$ cat src/rtl/ic2d_pkg.sv
// ----------------------------------------------------------------------------
// ic2d_pkg
// Shared types and constants for the 2-D convolution core.
// ----------------------------------------------------------------------------
package ic2d_pkg;

    localparam int CFG_DATA_W = 60;
    localparam int CFG_IDX_W  = 3;
    localparam int COEF_W     = 12;
    localparam int NUM_KROWS  = 5;
    localparam int MAX_HEIGHT = 1024;

    localparam logic [CFG_IDX_W-1:0] REG_WIDTH  = 3'd0;
    localparam logic [CFG_IDX_W-1:0] REG_HEIGHT = 3'd1;
    localparam logic [CFG_IDX_W-1:0] REG_KROW0  = 3'd2;

    localparam logic [10:0] RESET_WIDTH  = 11'd640;
    localparam logic [10:0] RESET_HEIGHT = 11'd480;

    typedef struct packed {
        logic [9:0] row;
        logic [9:0] col;
        logic       last;
    } ic2d_tag_t;

endpackage

$ cat src/rtl/ic2d_queue.sv
// ----------------------------------------------------------------------------
// ic2d_queue
// Result queue between the pipeline and the output handshake.
// ----------------------------------------------------------------------------
module ic2d_queue #(
    parameter int DEPTH = 8
) (
    input  logic                    clk,
    input  logic                    rst_n,
    input  logic                    wr_en,
    input  logic [7:0]              wr_pixel,
    input  ic2d_pkg::ic2d_tag_t     wr_tag,
    output logic [$clog2(DEPTH):0]  count,
    output logic                    out_valid,
    input  logic                    out_ready,
    output logic [7:0]              out_pixel,
    output ic2d_pkg::ic2d_tag_t     out_tag
);
    import ic2d_pkg::*;

    localparam int AW = $clog2(DEPTH);

    logic [7:0]      pix_mem [DEPTH];
    ic2d_tag_t       tag_mem [DEPTH];
    logic [AW-1:0]   wp_reg, rp_reg;
    logic [AW:0]     cnt_reg;
    logic            rd;

    assign out_valid = cnt_reg != '0;
    assign rd        = out_valid && out_ready;
    assign out_pixel = pix_mem[rp_reg];
    assign out_tag   = tag_mem[rp_reg];
    assign count     = cnt_reg;

    always_ff @(posedge clk)
    begin
        if (wr_en)
        begin
            pix_mem[wp_reg] <= wr_pixel;
            tag_mem[wp_reg] <= wr_tag;
        end
    end

    always_ff @(posedge clk or negedge rst_n)
    begin
        if (!rst_n)
        begin
            wp_reg  <= '0;
            rp_reg  <= '0;
            cnt_reg <= '0;
        end
        else
        begin
            if (wr_en)
                wp_reg <= wp_reg + 1'b1;
            if (rd)
                rp_reg <= rp_reg + 1'b1;
            cnt_reg <= cnt_reg + (AW+1)'(wr_en) - (AW+1)'(rd);
        end
    end

    assert property (@(posedge clk) disable iff (!rst_n)
        cnt_reg == (AW+1)'(DEPTH) |-> !wr_en || rd)
        else $error("result queue overflow");
    assert property (@(posedge clk) disable iff (!rst_n)
        cnt_reg <= (AW+1)'(DEPTH))
        else $error("result queue count out of range");
    assert property (@(posedge clk) disable iff (!rst_n)
        rd && !wr_en |=> cnt_reg == $past(cnt_reg) - 1'b1)
        else $error("result queue count lost a read");

endmodule

$ cat config.mk
export PLATFORM = sky130hd
export DESIGN_NAME = ic2d_queue
export DESIGN_NICKNAME = d
export VERILOG_FILES = /design/src/rtl/ic2d_pkg.sv /design/src/rtl/ic2d_queue.sv
export SDC_FILE = /design/constraint.sdc
export NUM_CORES = 1
export LEC_CHECK = 0
export ABC_AREA = 1
export BUFFER_PORTS_ARGS = -buffer_cell sky130_fd_sc_hd__buf_2
export CAP_MARGIN = 20
export CORE_MARGIN = 2
export CORE_UTILIZATION = 30
export DETAILED_ROUTE_END_ITERATION = 6
export GPL_ROUTABILITY_DRIVEN = 0
export GPL_TIMING_DRIVEN = 0
export PLACE_DENSITY = 0.57
export SLEW_MARGIN = 0
export SYNTH_ARGS = -nofsm -noshare
export SYNTH_HDL_FRONTEND = slang
export SYNTH_SLANG_ARGS = --single-unit
$ cat constraint.sdc
create_clock -name clk -period 3.15 [get_ports clk]
set_input_delay 0.63 -clock clk [delete_from_list [all_inputs] [get_ports clk]]
set_output_delay 0.63 -clock clk [all_outputs]
set_load 0.01 [all_outputs]
# Word-level counts from Yosys, hierarchy flattened
# Memories as Yosys holds them, arrays and structs flattened.
# Index checks and enable logic that the tools add are counted.
dict set report totals {
  regBits 10
  latch_bits 0
  ram_bits 232
  romBits 0
  inputBits 33
  out_inout_bits 34
  memories 2
}
# name words width read_ports rd_ports_with_merged_regs wr line
set mem_list {}
lappend mem_list {tag_mem 8 21 1 0 1 ic2d_queue.sv:24} ;# ic2d_tag_t tag_mem [DEPTH];
lappend mem_list {pix_mem 8 8 1 0 1 ic2d_queue.sv:23} ;# logic [7:0] pix_mem [DEPTH];
dict set report classes {
  n_addsub 4
  n_mul 0
  n_div 0
  order_cmp 0
  n_eq_ne 0
  n_shift 0
  mux 2
  bitwise 0
  reduce_logical 2
}
# operator count
set ops {}
lappend ops {{$add 3x1->3 const B} 2}
lappend ops {{$add 4x1->4} 1}
lappend ops {{$reduce_bool 4->1} 1}
lappend ops {{$sub 4x1->4} 1}
lappend ops {{$mux 1} 2}
lappend ops {{$logic_and 1x1->1} 1}

# Longest topological paths before layout
dict set report logic_depth {
  word_depth 3
  mapped_depth 11
  ltp_nobuf 11
}

# Worst setup path before layout
# Ideal clock, no wire load.
dict set report synth_path {
  path_type {input to register}
  start {input port wr_en}
  end {memory pix_mem[0][0] (enable)}
  setup_ps 415
  t_arrival_ps 2211
  t_required_ps 2735
  slack_ps 524
  cell_stages 3
  path_buffers 0
  path_cell_list {inv_1 -> or2_2 -> nor2_1}
}
dict set report synth_via {
  elab_chain_len 2
}
# element line
set synth_rtl {}
lappend synth_rtl {{from (decl)} ic2d_queue.sv:10} ;# input logic wr_en,
lappend synth_rtl {{$mux 1} ic2d_queue.sv:37} ;# if (wr_en)
lappend synth_rtl {{$mux 1 (implied by the code)} ic2d_queue.sv:39} ;# pix_mem[wp_reg] <= wr_pixel;
lappend synth_rtl {{to (decl)} ic2d_queue.sv:23}
# No other way between the ends.

==> results.cfg <==
[timing]
finalWorstSetupSlack_ns = 0.310
fin_tns_setup_ns = 0
slew-limit-headroom = 0.557
timing.fmax_mhz = 352
skew_ns = 0.00976
worst_slew_pin_slew_ns = 0.665
period_share = 0.902
period_minus_slack_ns = 2.84
whs_ns = 0.374
rsz0062_at_grt = no
maxSlewViolCount = 0
hold_viol = 0
setup_violations = 0

[power]
p_int_mw = 6.99
irDropWorstVdd_uv = 472
seq_power_share = 0.362
comb_power_share = 0.374
power_switching_mw = 4.11
p_leak_nw = 5.83
powerDensity_mw_per_mm2 = 878
p_clk_frac = 0.263
design_power_total_mw = 11.1
switching_share = 0.370

[route]
wl_per_cell_um = 15.1
drc_errors = 0
firstDrtPassIters = 5
drtIter0Drc = 509
avgViaCountPerCell = 4.15
wl_um = 24900
antenna_left = 0
num_vias = 6848

[die]
fp-row-count = 69
num_io_pins = 67
die_x_um = 193
die_h_um = 193
start_util = 0.302
die-area_mm2 = 0.0371
core_area_mm2 = 0.0353

[global_routing]
grt_pass1_wl_um = 38400
grt_max_degree = 24
grt_pass1_vias = 6782
grt_util_all_layers = 0.137
overflow = 0
antenna_found_initial = 1

[worst_setup_path]
start_kind = flip-flop
cp_cell_sequence = clkbuf_2 -> inv_2 -> clkbuf_1 -> nand3_1 -> nand2_1 -> nand2_1 -> nand2_1 -> buf_2
setup.worst_path.class = reg -> out
crit_top_cell = nand2_1
cp_slowest_cell = clkbuf_1
max_stage_delay_ns = 0.52
worst-path-max-fanout = 10
path_buf_inv = 4
crit_family = buffers and inverters
cp_data_required_time_ns = 2.52
worstPathArrival_ns = 2.21
crit_path_end_kind = primary output

[synth]
synth_warnings = 0
synth_cell_types = 20
synth_area_per_cell_um2 = 9.98
synth.ff_latch_count = 242
synth_area_mm2 = 0.0107
syn_inst = 1070
ys_seq_area_frac = 0.676
syn_nets = 1111

[status]
outcome = finished, final reports clean

[clocking]
clkTransAtPathRegs_ns = 0.06
clockBufferDepth = 3
cts_sinks = 242
cts_inserted_buffers = 27
htree_levels = 1
cts_tree = built
clockRootBuffer = clkbuf_16
cts-resized-gates = 0
clkLatencyLatePin_ns = 0.53

[placement]
hpwl_um = 16100
pre_cts_ws_ns = 0.804
numPortBuffers = 66

[finish]
syn2layout_area_growth_pct = 18.5
top_register = tag_mem
fin_util = 0.358
nets = 1215
largest_reg_flops = 168
drive_above_1_share = 0.131
num_antenna_cells = 0

[hold_path]
hold_path.class = in -> reg

[flow_run]
drv_cap = 0
[worst register-to-register path, stage by stage, from the launching register on]
cell     delay, ns
dfrtp_1       0.37
inv_1         0.07
ha_1          0.14
nand3_1       0.09
nand2_1       0.19
inv_1         0.13
ha_1          0.28
inv_1         0.05
ha_1          0.16
inv_1         0.06
fa_1          0.40
xnor2_1       0.14
[power groups by stage]
stage	logic (mW)	clock network [mW]	registers [mW]
global placement	4.05	0	4.11
finish	4.16	2.92	4.02
global route	4.71	3.11	4.05
detailed placement	4.23	0	4.09
floorplan	2.58	0	4.09
CTS	4.25	2.98	4.02
[synthesized netlist by cell type]
master | instances | area share
nand2_1 | 390 | 0.14
inv_1 | 247 | 0.087
edfxtp_1 | 232 | 0.65
nand3_1 | 118 | 0.055
buf_2 | 25 | 0.012
dfrtp_1 | 10 | 0.023
clkbuf_1 | 9 | 0.0032
nor2_1 | 8 | 0.0028
ha_1 | 7 | 0.0082
buf_4 | 5 | 0.0035
buf_6 | 5 | 0.0053
o21ai_0 | 3 | 0.0014
xor2_1 | 3 | 0.0025
xnor2_1 | 2 | 0.0016
a21oi_1 | 1 | 0.00047
clkbuf_2 | 1 | 0.00047
fa_1 | 1 | 0.0019
inv_2 | 1 | 0.00035
inv_4 | 1 | 0.00059
or2_2 | 1 | 0.00059
[layout by cell type (no fill, tap or decap), types with 3 or more instances in the layout]
| cell | n |
|---|---|
| dfrtp_1 | 10 |
| edfxtp_1 | 232 |
| clkinv_2 | 5 |
| buf_6 | 5 |
| nand3_1 | 118 |
| clkbuf_1 | 14 |
| inv_1 | 247 |
| buf_16 | 3 |
| buf_2 | 91 |
| ha_1 | 7 |
| clkinv_1 | 6 |
| clkbuf_16 | 27 |
| o21ai_0 | 3 |
| xor2_1 | 3 |
| buf_12 | 5 |
| nand2_1 | 390 |
| buf_4 | 5 |
| nor2_4 | 8 |
[final timing paths]
kind / start / endpoint / slack [ns] / depth (start not counted)
setup / recovery: rp_reg[1] / out_tag[0] / 0.31 / 8
max in group asynchronous: rst_n / wp_reg[2] / 2.43 / 2
hold reg to reg: wp_reg[0] / wp_reg[0] / 0.54 / 2
setup reg to reg: count[2] / count[2] / 0.95 / 11
hold / removal: wr_tag[15] / tag_mem[5][15] / 0.37 / 1
min in group asynchronous: rst_n / count[3] / 0.50 / 2
[metrics by stage]
| step | instances | cell area [µm²] |
|---|---|---|
| 2_1_floorplan | 1070 | 10700 |
| 3_3_place_gp | 1597 | 11600 |
| 3_5_place_dp | 1605 | 11800 |
| 4_1_cts | 1652 | 12600 |
| 5_1_grt | 1652 | 12600 |
| 6_report | 1652 | 12600 |
[logic make-up (layout without fill, tap and decap cells)]
group,Yosys count,after routing,synth area share
adders and majority gates,8,8,0.0101
xor gates and xnor gates,5,5,0.00410
DFF,242,242,0.676
AOI/OAI and AO/OA,4,4,0.00187
and+or+nand+nor,517,517,0.196
buffers and inverters,294,415,0.112
[area by class of cell]
cell class	count	area, µm²
Clock buffer	32	694
Clock inverter	14	116
Timing Repair Buffer	75	523
Sequential cell	242	7220
Fill cell	3473	22700
Tap cell	461	577
Inverter	249	937
Multi-Input combinational cell	534	2320
Buffer	45	258
[metal layers]
layer | wire (µm) | global-route usage | share of wire | vias up
met5 | 10 | 0 | 0.00040 | -
met4 | 494 | 0.0355 | 0.020 | 2
met3 | 1130 | 0.0211 | 0.045 | 37
met2 | 12000 | 0.235 | 0.48 | 139
met1 | 11300 | 0.181 | 0.45 | 3146
li1 | - | - | - | 3524
[what timing repair did]
| action | 4_1_cts | 5_1_grt |
|---|---|---|
| setup buffers | 0 | 0 |
| hold buffers | 1 | 0 |
| endpoints found under the hold margin | 10 | 0 |
No activity file was read; power rests on OpenSTA's default activity.
