File: config.mk
export PLATFORM = sky130hd
export DESIGN_NAME = ic2d_back
export DESIGN_NICKNAME = d
export VERILOG_FILES = /design/src/rtl/ic2d_pkg.sv /design/src/rtl/ic2d_back.sv
export SDC_FILE = /design/constraint.sdc
export NUM_CORES = 2
export LEC_CHECK = 0
export BUFFER_PORTS_ARGS = -buffer_cell sky130_fd_sc_hd__buf_2
export CAP_MARGIN = 10
export CORE_MARGIN = 1.5
export CORE_UTILIZATION = 30
export CTS_CLUSTER_SIZE = 16
export DETAILED_ROUTE_END_ITERATION = 8
export PLACE_DENSITY = 0.54
export SLEW_MARGIN = 20
export SYNTH_ARGS = -nofsm -noshare
export SYNTH_HDL_FRONTEND = slang
export SYNTH_SLANG_ARGS = --single-unit
export TNS_END_PERCENT = 100
File: constraint.sdc
create_clock -name clk -period 8.3 [get_ports clk]
set_input_delay 1.245 -clock clk [delete_from_list [all_inputs] [get_ports clk]]
set_output_delay 1.245 -clock clk [all_outputs]
set_load 0.005 [all_outputs]
File: src/rtl/ic2d_pkg.sv
// ----------------------------------------------------------------------------
// ic2d_pkg
// Shared types and constants for the 2-D convolution core.
// ----------------------------------------------------------------------------
package ic2d_pkg;

    localparam int CFG_DATA_W = 60;
    localparam int CFG_IDX_W  = 3;
    localparam int COEF_W     = 12;
    localparam int NUM_KROWS  = 5;
    localparam int MAX_HEIGHT = 1024;

    localparam logic [CFG_IDX_W-1:0] REG_WIDTH  = 3'd0;
    localparam logic [CFG_IDX_W-1:0] REG_HEIGHT = 3'd1;
    localparam logic [CFG_IDX_W-1:0] REG_KROW0  = 3'd2;

    localparam logic [10:0] RESET_WIDTH  = 11'd640;
    localparam logic [10:0] RESET_HEIGHT = 11'd480;

    typedef struct packed {
        logic [9:0] row;
        logic [9:0] col;
        logic       last;
    } ic2d_tag_t;

endpackage

File: src/rtl/ic2d_back.sv
// ----------------------------------------------------------------------------
// ic2d_back
// Multiply-accumulate pipeline, rounding toward zero and clamp.
// ----------------------------------------------------------------------------
module ic2d_back #(
    parameter int WIN = 3
) (
    input  logic                    clk,
    input  logic                    rst_n,
    input  logic [59:0]             krow [5],
    input  logic                    in_valid,
    input  logic [WIN*WIN*8-1:0]    in_pixels,
    input  ic2d_pkg::ic2d_tag_t     in_tag,
    output logic                    res_valid,
    output logic [7:0]              res_pixel,
    output ic2d_pkg::ic2d_tag_t     res_tag
);
    import ic2d_pkg::*;

    localparam int N     = WIN * WIN;
    localparam int SUM_W = 21 + $clog2(N + 1);

    logic signed [20:0] prod_reg [N];
    logic signed [SUM_W-1:0] row_sum_reg [WIN];
    logic signed [SUM_W-1:0] total;
    logic [2:0] v_reg;
    ic2d_tag_t  t1_reg, t2_reg;
    logic [7:0] res_reg;
    ic2d_tag_t  t3_reg;

    always_ff @(posedge clk)
    begin
        for (int a = 0; a < WIN; a++)
            for (int b = 0; b < WIN; b++)
                prod_reg[a*WIN+b] <= $signed(krow[a][12*b +: 12]) *
                                     $signed({1'b0, in_pixels[(a*WIN+b)*8 +: 8]});
        t1_reg <= in_tag;
    end

    always_ff @(posedge clk)
    begin
        for (int a = 0; a < WIN; a++)
        begin
            logic signed [SUM_W-1:0] acc;
            acc = '0;
            for (int b = 0; b < WIN; b++)
                acc = acc + SUM_W'(prod_reg[a*WIN+b]);
            row_sum_reg[a] <= acc;
        end
        t2_reg <= t1_reg;
    end

    always_comb
    begin
        total = '0;
        for (int a = 0; a < WIN; a++)
            total = total + row_sum_reg[a];
    end

    always_ff @(posedge clk)
    begin
        if (total < 0)
            res_reg <= 8'd0;
        else if (total[SUM_W-1:8] > 255)
            res_reg <= 8'd255;
        else
            res_reg <= total[15:8];
        t3_reg <= t2_reg;
    end

    always_ff @(posedge clk or negedge rst_n)
    begin
        if (!rst_n)
            v_reg <= '0;
        else
            v_reg <= {v_reg[1:0], in_valid};
    end

    assign res_valid = v_reg[2];
    assign res_pixel = res_reg;
    assign res_tag   = t3_reg;

endmodule

==> After elaboration in Yosys (flattened, before gate mapping) <==
Memories as Yosys holds them, arrays and structs flattened.
Cells that the tools add are included.
Widths: inputs -> output; s select.
{ "totals": {"n_memories": 2, "wordCells": 33, "in_bits": 396, "ram_bits": 264, "ff_bits": 74, "output_inout_bits": 30} }
{ "classes": {"n_lt_le_gt_ge": 2, "mux": 1, "n_mul": 9, "n_addsub": 8} }
{ "mem_list": {"columns": ["memory", "words", "width", "rd", "rd_clocked_by_memory_dff", "write_ports", "line", "source"], "rows": [
  ["prod_reg", 9, 21, 9, 0, 9, "ic2d_back.sv:23", "logic signed [20:0] prod_reg [N];"],
  ["row_sum_reg", 3, 25, 3, 0, 3, "ic2d_back.sv:24", "logic signed [SUM_W-1:0] row_sum_reg [WIN];"]
]} }
{ "ops": {"columns": ["cell", "count"], "rows": [
  ["$mul 12x9->21", 9],
  ["$add 22x21->23", 3],
  ["$add 21x21->22", 3],
  ["$add 25x25->25", 2],
  ["$lt 25x1->1 const B", 1],
  ["$gt 17x8->1 const B", 1],
  ["$mux 8", 1]
]} }

==> Logic depth before layout (Yosys ltp) <==
{ "logic_depth": {"word_depth": 4, "depth_mapped": 22, "depth_no_buf": 21} }

==> Worst setup path after synthesis <==
No wires, ideal clock.
{ "synth_path": {"path_type": "input-to-reg", "start": "input in_pixels[24]", "end": "memory prod_reg[3][19], in the netlist prod_reg[0][82]", "n_path_buf": 1, "setup_ns": 0.072, "required_ns": 8.228, "setup_slack_ns": 2.527, "cell_stages": 20, "arrival_time_ns": 5.701, "path_cell_list": "clkbuf_1 nand2_1 fa_1 fa_1 inv_1 ha_1 inv_1 fa_1 inv_1 ha_1 a21o_1 a21oi_1 o21ai_0 a21oi_1 o21ai_1 a2111oi_0 nor3_1 or3_1 a21oi_1 xnor2_1"} }
{ "synth_rtl": {"columns": ["item", "line", "source"], "rows": [
  ["start: declaration", "ic2d_back.sv:12", "input logic [WIN*WIN*8-1:0] in_pixels,"],
  ["end: declaration", "ic2d_back.sv:23", null]
]} }

==> metrics.md <==
| Metric | Value |
|---|---|
| Status | `finished clean` |
| Starting Density | `0.303` |
| Hold wc startpoint | `t1_reg[4]` |
| Layout Skew | `0.0329 ns` |
| Setup-failing EPs final | `0` |
| Leak pwr | `25.2 nW` |
| Clock Sinks | `332` |
| Post-route insts no fill | `roughly 6900` |
| Crit. End Element | `flop` |
| Most common cell in the synthesized netlist | `inv_1` |
| Total gr overflow | `0` |
| Core area | `146000 µm²` |
| Core Rows | `140` |
| Placed cells | `6863` |
| Crit path from | `in_pixels[24]` |
| Max clock buf depth | `3` |
| Most area-hungry cell type in the Yosys netlist | `fa_1` |
| Worst-path clk slew | `0.07 ns` |
| CTS Buf Count | `39` |
| Routed len/inst | `around 14 µm` |
| DP Worst Slack | `2.06 ns` |
| Vias per inst | `4.34` |
| Critical R2R Launch | `row_sum_reg[0][53]` |
| Period minus WS final | `~5.7 ns` |
| Ranking of synthesized cells by area | `fa_1 36%, dfxtp_1 15%, ha_1 13%` |
| TritonRoute pass-1 iters | `5` |
| Crit path arrival time | `6.19 ns` |
| Remaining DRCs | `0` |
| Fill cells | `15200` |
| Post-CTS Resized | `0` |
| Final number of hold-violating endpoints | `0` |
| H-tree levels | `2` |
| Power density over the cells | `412 nW/µm²` |
| Worst Path Max Fanout | `12` |
| CP startpoint kind | `primary input` |
| Tightest Pin Transition | `about 0.73 ns` |
| Port Buffers | `233` |
| Top-area cell type share of the netlist area | `0.358` |
| Hpwl dp | `83500 µm` |
| Area growth, synth to finish | `10.5%` |
| Clock latency on the worst-skew pair | `0.58 ns` |
| Main synth FF type | `dfxtp_1` |
| Sequential area share after synthesis | `0.151` |
| Worst hold slack | `roughly 0.33 ns` |
| Fin crit share | `0.684` |
| Async S/R FF share, synth | `0.00904` |
| Share of post-route cells with drive strength above 1 | `0.0632` |
| Nets@finish | `6637` |
| Largest register FFs | `189` |
| MaxCap Viol Count | `0` |
| CTS tree | `built` |
| Worst EP required | `8.82 ns` |
| Placed inst area | `47500 µm²` |
| Root Buffer | `clkbuf_16` |
| Post-DRT Antenna Nets | `0` |
| Die area | `150000 µm²` |
| Post-synth EDFFs | `0` |
| Cell area after synthesis | `44200 µm²` |
| Post-CTS Setup Bufs | `0` |
| WS Path Type | `primary input to flop` |
| # hold bufs at CTS | `0` |
| GPL Wtd Cong | `a little under 0.8` |
| Multi-input gate area | `32500 µm²` |
| Total number of vias | `30100` |
| Syn avg cell area | `9.23 µm²` |
| Final Worst Setup Slack | `2.63 ns` |
| Post-Synthesis Cells | `4789` |
| Die height | `387 µm` |
| Die Wd | `about 390 µm` |
| Peak VDD IR | `0.309 mV` |
| Setup total negative slack | `0 ns` |
| Largest net degree at the start of global routing | `17` |
| Number of antenna violations at the first check in global routing | `16` |
| Ports | `roughly 430` |
| Final-report max-slew violation count | `0` |
| Unrepaired setup endpoints after global routing | `no` |
| First-pass GRT wire length | `166000 µm` |
| Worst hold path class | `flop to flop` |
| Post-route cell area | `48800 µm²` |
| Synth unique cells | `58` |
| Reg area | `6660 µm²` |
| Vias in the first global route | `32500` |
| DR iter-0 viols | `a little under 1000` |
| Fmax | `176 MHz` |
| Syn Nets | `~6400` |
| Gr usage total | `0.136` |
| Yosys reg bits | `332` |
| Worst slew margin | `0.496` |
| Commonest cells post-synth | `1256 x inv_1, 790 x fa_1, 491 x and2_1` |
| Total Routed Length | `a little under 100000 µm` |
| YS warnings | `0` |
| Worst setup slack for register-to-register paths | `4.39 ns` |
-- where the power goes --
group | switching (W) | internal (W)
Sequential | 0.000500 | 0.00252
Combinational | 0.00853 | 0.00676
Clock | 0.000762 | 0.00106
-- cell families after synthesis --
logic type / after synthesis / synth area share
xor gates and xnor gates: 214 / 0.0424
adders and majority gates: 1254 / 0.489
buffers and inverters: 1332 / 0.113
muxes: 2 / 0.000453
DFF: 332 / 0.151
and+or+nand+nor: 1250 / 0.143
AOI/OAI and AO/OA: 405 / 0.0606
-- worst max-delay path, stage by stage --
cell       delay (ns)
buf_2            0.24
nand2_1          0.12
fa_1             0.51
fa_1             0.52
inv_1            0.05
ha_1             0.26
inv_1            0.04
fa_1             0.53
inv_1            0.06
ha_1             0.27
a21o_1           0.15
a21oi_1          0.22
o21ai_0          0.11
a21oi_1          0.24
o21ai_1          0.13
a2111oi_0        0.60
nor3_1           0.16
or3_1            0.39
a21oi_1          0.20
xnor2_1          0.14
-- layout make-up --
class | count | share of cell area
clock inverter | 26 | 0.00682
timing repair buffer | 233 | 0.0239
inverter | 1256 | 0.0966
antenna | 3 | 0.000154
clock buffer | 45 | 0.0209
sequential | 332 | 0.136
tap | 1917 | 0.0491
multi-input combinational | 3125 | 0.666
-- layout by cell type (no fill, tap or decap), types with 5 or more instances in the layout --
cell       netlist  routed
o21bai_1        23      23
o21ai_0         69      69
inv_1         1256    1256
buf_2            0     233
clkinv_2         0       7
o211ai_1        10      10
a21oi_1        115     115
a211oi_1        19      19
xor2_1          43      43
dfxtp_1        329     329
ha_1           464     464
nand2_1        447     447
o41ai_1          6       6
and3_1          36      36
o31ai_1          6       6
nor3_1          48      48
and2_1         491     491
a211o_1          7       7
fa_1           790     790
or2_2            7       7
nand3_1         49      49
or3_1           18      18
clkbuf_16        0      39
nand3b_1         6       6
xnor2_1        171     171
a31oi_1          9       9
a2111oi_0        5       5
a21boi_0        17      17
a21o_1          43      43
nor2_1         106     106
a311oi_1         8       8
a22o_1           6       6
o21a_1          20      20
o2111ai_1       11      11
bufinv_16        0       5
nor2b_1         20      20
a31o_2           5       5
nand2b_1        15      15
-- final timing paths --
| kind | to | cells past startpoint |
|---|---|---|
| worst max-delay path | prod_reg[0][82] | 20 |
| worst min-delay path | t2_reg[4] | 0 |
| worst max register to register | res_pixel[0] | 14 |
| worst min register to register | t2_reg[4] | 0 |
| max in group asynchronous | v_reg[0] | 1 |
| min in group asynchronous | v_reg[2] | 1 |
-- layer usage --
metal | vias to the layer above | global-route usage | part of all wire
met5 | - | 0 | 0.00025
met4 | 4 | 0.0254 | 0.017
met3 | 116 | 0.0160 | 0.027
met2 | 368 | 0.239 | 0.49
met1 | 14900 | 0.178 | 0.46
li1 | 14700 | - | -
-- through the flow --
step,utilization,power [W]
floorplan,-,0.0147
global placement,0.325,0.0184
detailed placement,0.325,0.0185
CTS,0.335,0.0206
global route,0.335,0.0227
finish,0.335,0.0201
(Power assumes the default switching activity.)
